<file path="config.mk">
export PLATFORM = sky130hd
export DESIGN_NAME = software_timer_table
export DESIGN_NICKNAME = d
export VERILOG_FILES = /design/src/rtl/core/stt_pkg.sv /design/src/rtl/core/stt_slot_mem.sv /design/src/rtl/core/software_timer_table.sv
export SDC_FILE = /design/constraint.sdc
export NUM_CORES = 2
export LEC_CHECK = 0
export BUFFER_PORTS_ARGS = -buffer_cell sky130_fd_sc_hd__clkbuf_2
export CELL_PAD_IN_SITES_DETAIL_PLACEMENT = 0
export CELL_PAD_IN_SITES_GLOBAL_PLACEMENT = 2
export CORE_MARGIN = 4
export CORE_UTILIZATION = 46
export CTS_BUF_LIST = sky130_fd_sc_hd__clkbuf_8
export DETAILED_ROUTE_END_ITERATION = 12
export GPL_ROUTABILITY_DRIVEN = 0
export PLACE_DENSITY = 0.88
export SLEW_MARGIN = 20
export SYNTH_ARGS = -nofsm -noshare
export SYNTH_HDL_FRONTEND = slang
export SYNTH_HIERARCHICAL = 1
export SYNTH_SLANG_ARGS = --single-unit
</file>
<file path="constraint.sdc">
create_clock -name clock -period 12.72 [get_ports clock]
set_input_delay 1.272 -clock clock [delete_from_list [all_inputs] [get_ports clock]]
set_output_delay 1.272 -clock clock [all_outputs]
set_load 0.01 [all_outputs]
</file>
<file path="src/rtl/core/stt_pkg.sv">
`default_nettype none

package stt_pkg;

   localparam int TIMER_SLOTS  = 16;
   localparam int RESULT_LIMIT = 16;
   localparam int IDX_W        = (TIMER_SLOTS > 1) ? $clog2(TIMER_SLOTS) : 1;
   localparam int CNT_W        = $clog2(TIMER_SLOTS + 1);
   localparam int RCNT_W       = $clog2(RESULT_LIMIT + 1);
   localparam int HANDLE_W     = 5;
   localparam int SLOT_W       = 4;
   localparam logic [HANDLE_W-1:0] NO_HANDLE = 5'd16;

   typedef enum logic [1:0] {
      OP_TICK     = 2'd0,
      OP_ONESHOT  = 2'd1,
      OP_PERIODIC = 2'd2,
      OP_DELETE   = 2'd3
   } op_type;

   typedef enum logic [1:0] {
      KIND_GRANT = 2'd0,
      KIND_FIRED = 2'd1,
      KIND_FULL  = 2'd2,
      KIND_DONE  = 2'd3
   } kind_type;

   typedef enum logic [1:0] {
      ST_IDLE,
      ST_SCAN,
      ST_FLUSH
   } state_type;

   typedef struct packed {
      logic [31:0] start_time;
      logic [31:0] wait_length;
      logic [31:0] repeat_period;
   } slot_entry_type;

   typedef struct packed {
      logic           en;
      logic [IDX_W-1:0] addr;
      slot_entry_type data;
   } mem_wr_type;

   typedef struct packed {
      logic           en;
      logic [IDX_W-1:0] addr;
   } mem_rd_type;

endpackage

`default_nettype wire

</file>
<file path="src/rtl/core/stt_slot_mem.sv">
`default_nettype none

// Slot timing store: one write port, one read port, registered read data.
module stt_slot_mem
   import stt_pkg::*;
(
   input  wire logic           clock,
   input  wire mem_wr_type     wr,
   input  wire mem_rd_type     rd,
   output slot_entry_type      rd_data
);

   slot_entry_type mem [TIMER_SLOTS];
   slot_entry_type rd_data_ff;

   always_ff @(posedge clock) begin
      if (wr.en) begin
         mem[wr.addr] <= wr.data;
      end
      if (rd.en) begin
         rd_data_ff <= mem[rd.addr];
      end
   end

   assign rd_data = rd_data_ff;

endmodule

`default_nettype wire

</file>
<file path="src/rtl/core/software_timer_table.sv">
// Software timer table: sixteen timer slots driven by a request stream.
// The req channel carries one command per transfer: tick, schedule one-shot,
// schedule periodic or delete. The rsp channel returns result transfers;
// the final result of every command has rsp_tlast high.
// A schedule or delete moves to the flush state, which loads its result into
// the result register once that register is free; req_tready returns as the
// result is loaded. A schedule claims the lowest free slot and writes it to
// slot memory, or answers full if no slot is free. A tick walks the slot
// memory one entry per cycle unless stalled, with registered read data, and
// the next request is taken once its final result is loaded. A firing
// periodic slot is rewritten while the next one is read; one-shots disarm.
// Firings are reported in slot order; the last one seen is held back so that
// it can be marked as final once the walk ends. A tick that fires nothing
// answers a single done result.
// One command is in work at a time: req_tready is high only while idle.
// When the receiver stalls, the result register holds its transfer and the
// walk pauses at the next firing slot until the register drains.
// Reset (synchronous, active high) frees and disarms every slot and empties
// the result register; slot memory contents are only used for armed slots,
// so the memory needs no clearing pass.
`default_nettype none

module software_timer_table
   import stt_pkg::*;
(
   input  wire logic         clock,
   input  wire logic         reset,
   input  wire logic         req_tvalid,
   output      logic         req_tready,
   // [31:0] now_ms, [63:32] delay_ms, [64] stagger_enable,
   // [96:65] stagger_ms, [101:97] handle, [103:102] zero
   input  wire logic [103:0] req_tdata,
   // [1:0] operation
   input  wire logic [1:0]   req_tuser,
   output      logic         rsp_tvalid,
   input  wire logic         rsp_tready,
   // [3:0] slot, [7:4] zero
   output      logic [7:0]   rsp_tdata,
   // [1:0] kind
   output      logic [1:0]   rsp_tuser,
   output      logic         rsp_tlast
);

   // Request fields.
   logic [31:0]         req_now_ms;
   logic [31:0]         req_delay_ms;
   logic                req_stagger_enable;
   logic [31:0]         req_stagger_ms;
   logic [HANDLE_W-1:0] req_handle;
   op_type              req_operation;

   assign req_now_ms         = req_tdata[31:0];
   assign req_delay_ms       = req_tdata[63:32];
   assign req_stagger_enable = req_tdata[64];
   assign req_stagger_ms     = req_tdata[96:65];
   assign req_handle         = req_tdata[101:97];
   assign req_operation      = op_type'(req_tuser);

   // Control state.
   state_type            state_ff, state_in;
   logic [CNT_W-1:0]     rd_cnt_ff, rd_cnt_in;
   logic                 ev_vld_ff, ev_vld_in;
   logic [IDX_W-1:0]     ev_idx_ff, ev_idx_in;
   logic [31:0]          now_ff, now_in;
   logic [TIMER_SLOTS-1:0] armed_ff, armed_in;
   logic [TIMER_SLOTS-1:0] in_use_ff, in_use_in;
   logic                 pend_vld_ff, pend_vld_in;
   kind_type             pend_kind_ff, pend_kind_in;
   logic [SLOT_W-1:0]    pend_slot_ff, pend_slot_in;
   logic [RCNT_W-1:0]    rpt_cnt_ff, rpt_cnt_in;
   logic                 rsp_valid_ff, rsp_valid_in;
   kind_type             rsp_kind_ff, rsp_kind_in;
   logic [SLOT_W-1:0]    rsp_slot_ff, rsp_slot_in;
   logic                 rsp_last_ff, rsp_last_in;

   mem_wr_type           mem_wr;
   mem_rd_type           mem_rd;
   slot_entry_type       rd_data;

   stt_slot_mem u_slot_mem (
      .clock   (clock),
      .wr      (mem_wr),
      .rd      (mem_rd),
      .rd_data (rd_data)
   );

   // Lowest free slot.
   logic             free_found;
   logic [IDX_W-1:0] free_idx;

   always_comb begin
      free_found = 1'b0;
      free_idx   = '0;
      for (int i = TIMER_SLOTS - 1; i >= 0; i--) begin
         if (!in_use_ff[i]) begin
            free_found = 1'b1;
            free_idx   = IDX_W'(i);
         end
      end
   end

   // Evaluation of the slot whose entry was read most recently.
   logic [31:0] elapsed;
   logic        fire;
   logic        report;
   logic        out_free;
   logic        stall;
   logic        handle_ok;
   logic [IDX_W-1:0] del_idx;
   logic [31:0] sched_wait;
   logic [31:0] sched_period;

   assign elapsed   = now_ff - rd_data.start_time;
   assign fire      = ev_vld_ff && armed_ff[ev_idx_ff] && (elapsed >= rd_data.wait_length);
   assign report    = fire && (rpt_cnt_ff != RCNT_W'(RESULT_LIMIT));
   assign out_free  = !rsp_valid_ff || rsp_tready;
   assign stall     = report && pend_vld_ff && !out_free;
   assign handle_ok = (req_handle != NO_HANDLE) && (32'(req_handle) < 32'(TIMER_SLOTS));
   assign del_idx   = IDX_W'(req_handle);

   always_comb begin
      sched_wait   = req_delay_ms;
      sched_period = '0;
      if (req_operation == OP_PERIODIC) begin
         sched_period = req_delay_ms;
         if (req_stagger_enable) begin
            sched_wait = req_delay_ms + req_stagger_ms;
         end
      end
   end

   always_comb begin
      state_in     = state_ff;
      rd_cnt_in    = rd_cnt_ff;
      ev_vld_in    = ev_vld_ff;
      ev_idx_in    = ev_idx_ff;
      now_in       = now_ff;
      armed_in     = armed_ff;
      in_use_in    = in_use_ff;
      pend_vld_in  = pend_vld_ff;
      pend_kind_in = pend_kind_ff;
      pend_slot_in = pend_slot_ff;
      rpt_cnt_in   = rpt_cnt_ff;
      rsp_valid_in = rsp_valid_ff && !rsp_tready;
      rsp_kind_in  = rsp_kind_ff;
      rsp_slot_in  = rsp_slot_ff;
      rsp_last_in  = rsp_last_ff;
      mem_wr       = '0;
      mem_rd       = '0;
      req_tready   = (state_ff == ST_IDLE);

      case (state_ff)
         ST_IDLE: begin
            if (req_tvalid) begin
               case (req_operation)
                  OP_TICK: begin
                     now_in      = req_now_ms;
                     rd_cnt_in   = '0;
                     ev_vld_in   = 1'b0;
                     pend_vld_in = 1'b0;
                     rpt_cnt_in  = '0;
                     state_in    = ST_SCAN;
                  end
                  OP_ONESHOT, OP_PERIODIC: begin
                     pend_vld_in = 1'b1;
                     if (free_found) begin
                        mem_wr.en                 = 1'b1;
                        mem_wr.addr               = free_idx;
                        mem_wr.data.start_time    = req_now_ms;
                        mem_wr.data.wait_length   = sched_wait;
                        mem_wr.data.repeat_period = sched_period;
                        armed_in[free_idx]        = 1'b1;
                        in_use_in[free_idx]       = 1'b1;
                        pend_kind_in              = KIND_GRANT;
                        pend_slot_in              = SLOT_W'(free_idx);
                     end else begin
                        pend_kind_in = KIND_FULL;
                        pend_slot_in = '0;
                     end
                     state_in = ST_FLUSH;
                  end
                  OP_DELETE: begin
                     if (handle_ok) begin
                        armed_in[del_idx]  = 1'b0;
                        in_use_in[del_idx] = 1'b0;
                     end
                     pend_vld_in = 1'b0;
                     state_in    = ST_FLUSH;
                  end
                  default: begin
                     state_in = ST_IDLE;
                  end
               endcase
            end
         end

         ST_SCAN: begin
            if (!stall) begin
               if (fire) begin
                  if (rd_data.repeat_period != '0) begin
                     mem_wr.en                 = 1'b1;
                     mem_wr.addr               = ev_idx_ff;
                     mem_wr.data.start_time    = now_ff;
                     mem_wr.data.wait_length   = rd_data.repeat_period;
                     mem_wr.data.repeat_period = rd_data.repeat_period;
                  end else begin
                     armed_in[ev_idx_ff] = 1'b0;
                  end
               end
               if (report) begin
                  // The previous firing is now known not to be the final one.
                  if (pend_vld_ff) begin
                     rsp_valid_in = 1'b1;
                     rsp_kind_in  = pend_kind_ff;
                     rsp_slot_in  = pend_slot_ff;
                     rsp_last_in  = 1'b0;
                  end
                  pend_vld_in  = 1'b1;
                  pend_kind_in = KIND_FIRED;
                  pend_slot_in = SLOT_W'(ev_idx_ff);
                  rpt_cnt_in   = rpt_cnt_ff + 1'b1;
               end
               mem_rd.en   = (rd_cnt_ff != CNT_W'(TIMER_SLOTS));
               mem_rd.addr = rd_cnt_ff[IDX_W-1:0];
               ev_vld_in   = mem_rd.en;
               ev_idx_in   = rd_cnt_ff[IDX_W-1:0];
               if (mem_rd.en) begin
                  rd_cnt_in = rd_cnt_ff + 1'b1;
               end
               if (ev_vld_ff && (ev_idx_ff == IDX_W'(TIMER_SLOTS - 1))) begin
                  state_in = ST_FLUSH;
               end
            end
         end

         ST_FLUSH: begin
            if (out_free) begin
               rsp_valid_in = 1'b1;
               rsp_last_in  = 1'b1;
               if (pend_vld_ff) begin
                  rsp_kind_in = pend_kind_ff;
                  rsp_slot_in = pend_slot_ff;
               end else begin
                  rsp_kind_in = KIND_DONE;
                  rsp_slot_in = '0;
               end
               pend_vld_in = 1'b0;
               state_in    = ST_IDLE;
            end
         end

         default: begin
            state_in = ST_IDLE;
         end
      endcase
   end

   always_ff @(posedge clock) begin
      if (reset) begin
         state_ff     <= ST_IDLE;
         rd_cnt_ff    <= '0;
         ev_vld_ff    <= 1'b0;
         armed_ff     <= '0;
         in_use_ff    <= '0;
         pend_vld_ff  <= 1'b0;
         rpt_cnt_ff   <= '0;
         rsp_valid_ff <= 1'b0;
      end else begin
         state_ff     <= state_in;
         rd_cnt_ff    <= rd_cnt_in;
         ev_vld_ff    <= ev_vld_in;
         armed_ff     <= armed_in;
         in_use_ff    <= in_use_in;
         pend_vld_ff  <= pend_vld_in;
         rpt_cnt_ff   <= rpt_cnt_in;
         rsp_valid_ff <= rsp_valid_in;
      end
   end

   // Payload registers.
   always_ff @(posedge clock) begin
      ev_idx_ff    <= ev_idx_in;
      now_ff       <= now_in;
      pend_kind_ff <= pend_kind_in;
      pend_slot_ff <= pend_slot_in;
      rsp_kind_ff  <= rsp_kind_in;
      rsp_slot_ff  <= rsp_slot_in;
      rsp_last_ff  <= rsp_last_in;
   end

   assign rsp_tvalid = rsp_valid_ff;
   assign rsp_tdata  = {4'b0000, rsp_slot_ff};
   assign rsp_tuser  = rsp_kind_ff;
   assign rsp_tlast  = rsp_last_ff;

endmodule

`default_nettype wire

</file>
==> qor.csv <==
metric,value,unit
outcome,completed,
worst_pin_slew,1055,ps
cts_resized,0,
num-fill-cells,11890,
final_common_cell,edfxtp_1,
grt_max_degree,131,
die_x,399.0,um
crit_path_top_delay_cell,nor2_4,
drive_gt1_share,23.12,%
drv_slew,0,
timing.hold.ws,477.5,ps
multi_input_area,17710,um2
synth_cell_types,83,
worst-path-max-fanout,35,
drt-vias-per-instance,6.043,
syn_avg_cell_area,18.79,um2
grt.total_usage,21.81,%
synth_top_area_cell,edfxtp_1,
max-vdd-ir-drop,0.07522,mV
yosysSeqAreaShare,73.11,%
timing.final.crit_share,68.07,%
io_buffers,116,
slew_headroom,28.91,%
hold_violations,0,
root_buffer,clkbuf_8,
cts_setup_buffers,0,
cp-end-kind,flop,
crit_arrival,9370,ps
power.density,143.1,nW/um2
htree_num_levels,5,
syn_area,70330,um2
drc,0,
synth_top_area_share,71.77,%
r2r_slack,4060,ps
dr.first_iter.drc_count,4361,
num_rows,143,
syn-instance-count,3742,
power_leakage,25.56,nW
routed_wl,173.3,mm
setup_viol,0,
antenna_left,0,
fin_area,78650,um2
cts_max_path_buffers,4,
period_needed,8659,ps
start_kind,flop,
yosysWarnings,6,
cts_hold_buf,0,
antenna_found_initial,6,
grt-ovfl-total,0,
wl_per_cell,27.60,um
die_area,159200,um2
seq_area,51420,um2
async_flop_share,0,%
cp_slowest_stage_delay,850,ps
worst_slack,4061,ps
cp.required,13430,ps
fin_skew,75.99,ps
rsz0062_at_grt,false,
ios,123,
placed_area,73480,um2
die_h,399.0,um
core_area,151900,um2
dr.pass1.iters,5,
cts_buffers,293,
grt_pass1_vias,37890,
worstSetupPathType,reg2reg,
ys.flop_type,edfxtp_1,
worst_skew_pair.late_latency,990,ps
instances_no_fill,6279,
initial_core_util,46.30,%
clkSinkCount,1728,
final_cell_mix,"edfxtp_1 (1681), mux4_2 (385), clkbuf_8 (306), nand2_1 (260), a22oi_1 (192)",
route.vias.total,37950,
hold_class,reg2reg,
path_clk_slew,60,ps
max_freq,115.5,MHz
synth_edf_count,1681,
dp_slack,4021,ps
max_cap_viol_count,0,
synthTopCellsByArea,"edfxtp_1 (72%), mux4_2 (12%), a22oi_1 (2.0%)",
path_common_cell,a21oi_1,
final_nets,4271,
dp_hpwl,88.58,mm
dp.cells,5786,
synth_seq_cells,1728,
syn_to_final_growth,11.83,%
cts_tree,built,
setup_tns,0,ps
grt_pass1_wl,253.0,mm
==> power breakdown <==
part,internal [mW],leakage (nW),switching [mW]
Combinational,0.174,6.90,0.349
Sequential,6.31,15.8,0.0210
Clock,2.31,2.89,2.10
==> registers in the layout (all words and copies together) (netlist names), 4 cells and up <==
name and flops:
u_slot_mem/mem 1536, rd_cnt_ff 5, pend_slot_ff 4, now_ff 32
ev_idx_ff 4, u_slot_mem/rd_data 96, rpt_cnt_ff 5, armed_ff 16
rsp_slot_ff 4, in_use_ff 16
==> worst paths after layout <==
check / startpoint / end / cells after the start
hold reg to reg: armed_ff[12] / armed_ff[12] / 2
hold / removal: armed_ff[12] / armed_ff[12] / 2
setup reg to reg: now_ff[0] / u_slot_mem/rd_data[17] / 26
setup / recovery: now_ff[0] / u_slot_mem/rd_data[17] / 26
==> Yosys cell counts (8+ instances only) <==
| library cell | n |
|---|---|
| clkbuf_1 | 88 |
| nor3_1 | 35 |
| a22oi_1 | 192 |
| o211ai_1 | 10 |
| buf_4 | 24 |
| nand3_1 | 37 |
| ha_1 | 104 |
| o21bai_1 | 8 |
| a211oi_1 | 21 |
| xnor2_1 | 30 |
| nor4_1 | 14 |
| o21ai_0 | 94 |
| edfxtp_1 | 1681 |
| nand2_1 | 261 |
| a21oi_1 | 94 |
| buf_6 | 24 |
| and3_1 | 11 |
| a22o_1 | 51 |
| o32ai_1 | 15 |
| nand2b_1 | 23 |
| and2_1 | 12 |
| nand4_1 | 18 |
| buf_1 | 31 |
| mux4_2 | 385 |
| buf_2 | 21 |
| dfxtp_1 | 47 |
| inv_1 | 106 |
| xor2_1 | 21 |
| a21o_1 | 32 |
| nor2_1 | 82 |
| a31oi_1 | 26 |
| o21a_1 | 15 |
| nor2b_1 | 16 |
==> cell families after synthesis <==
| kind of cell | after synthesis | share of synthesized area [%] |
|---|---|---|
| flip-flops | 1728 | 73.11 |
| AO/OA/AOI/OAI | 618 | 6.154 |
| AND/OR/NAND/NOR | 545 | 3.590 |
| multiplexers | 397 | 12.60 |
| buffers and inverters | 296 | 2.001 |
| adder cells (fa/ha/maj) | 106 | 1.907 |
| XOR/XNOR | 51 | 0.6351 |
| other | 1 | 0.005332 |
==> per-layer routing <==
| layer | part of all wire, % | vias up | GRT usage, % |
|---|---|---|---|
| li1 | - | 16010 | - |
| met1 | 39 | 19660 | 29.95 |
| met2 | 48 | 1985 | 34.61 |
| met3 | 9.4 | 290 | 5.197 |
| met4 | 3.0 | 2 | 7.367 |
| met5 | 0.0075 | - | 0 |
==> worst max-delay path, delay by kind of cell (launching register included) <==
family | cells | cell delay (ps)
AO/OA/AOI/OAI | 12 | 3500
flip-flops | 1 | 390
XOR/XNOR | 1 | 300
adder cells (fa/ha/maj) | 3 | 970
AND/OR/NAND/NOR | 5 | 1220
multiplexers | 1 | 590
buffers and inverters | 4 | 1380
==> cell type report <==
cell class                      instances  area share, %
Inverter                              108         0.5155
Sequential cell                      1728          65.38
Multi-Input combinational cell       1721          22.52
Clock buffer                          306          5.355
Antenna cell                            2       0.006364
Tap cell                             2030          3.230
Timing Repair Buffer                  203          1.896
Clock inverter                        181          1.101
==> stage by stage <==
step / power [mW] / utilization [%]
2_1_floorplan: 6.765 / -
3_3_place_gp: 6.953 / 48.36
3_5_place_dp: 6.964 / 48.37
4_1_cts: 11.35 / 51.71
5_1_grt: 11.70 / 51.77
6_report: 11.26 / 51.77
(Power assumes the default switching activity.)
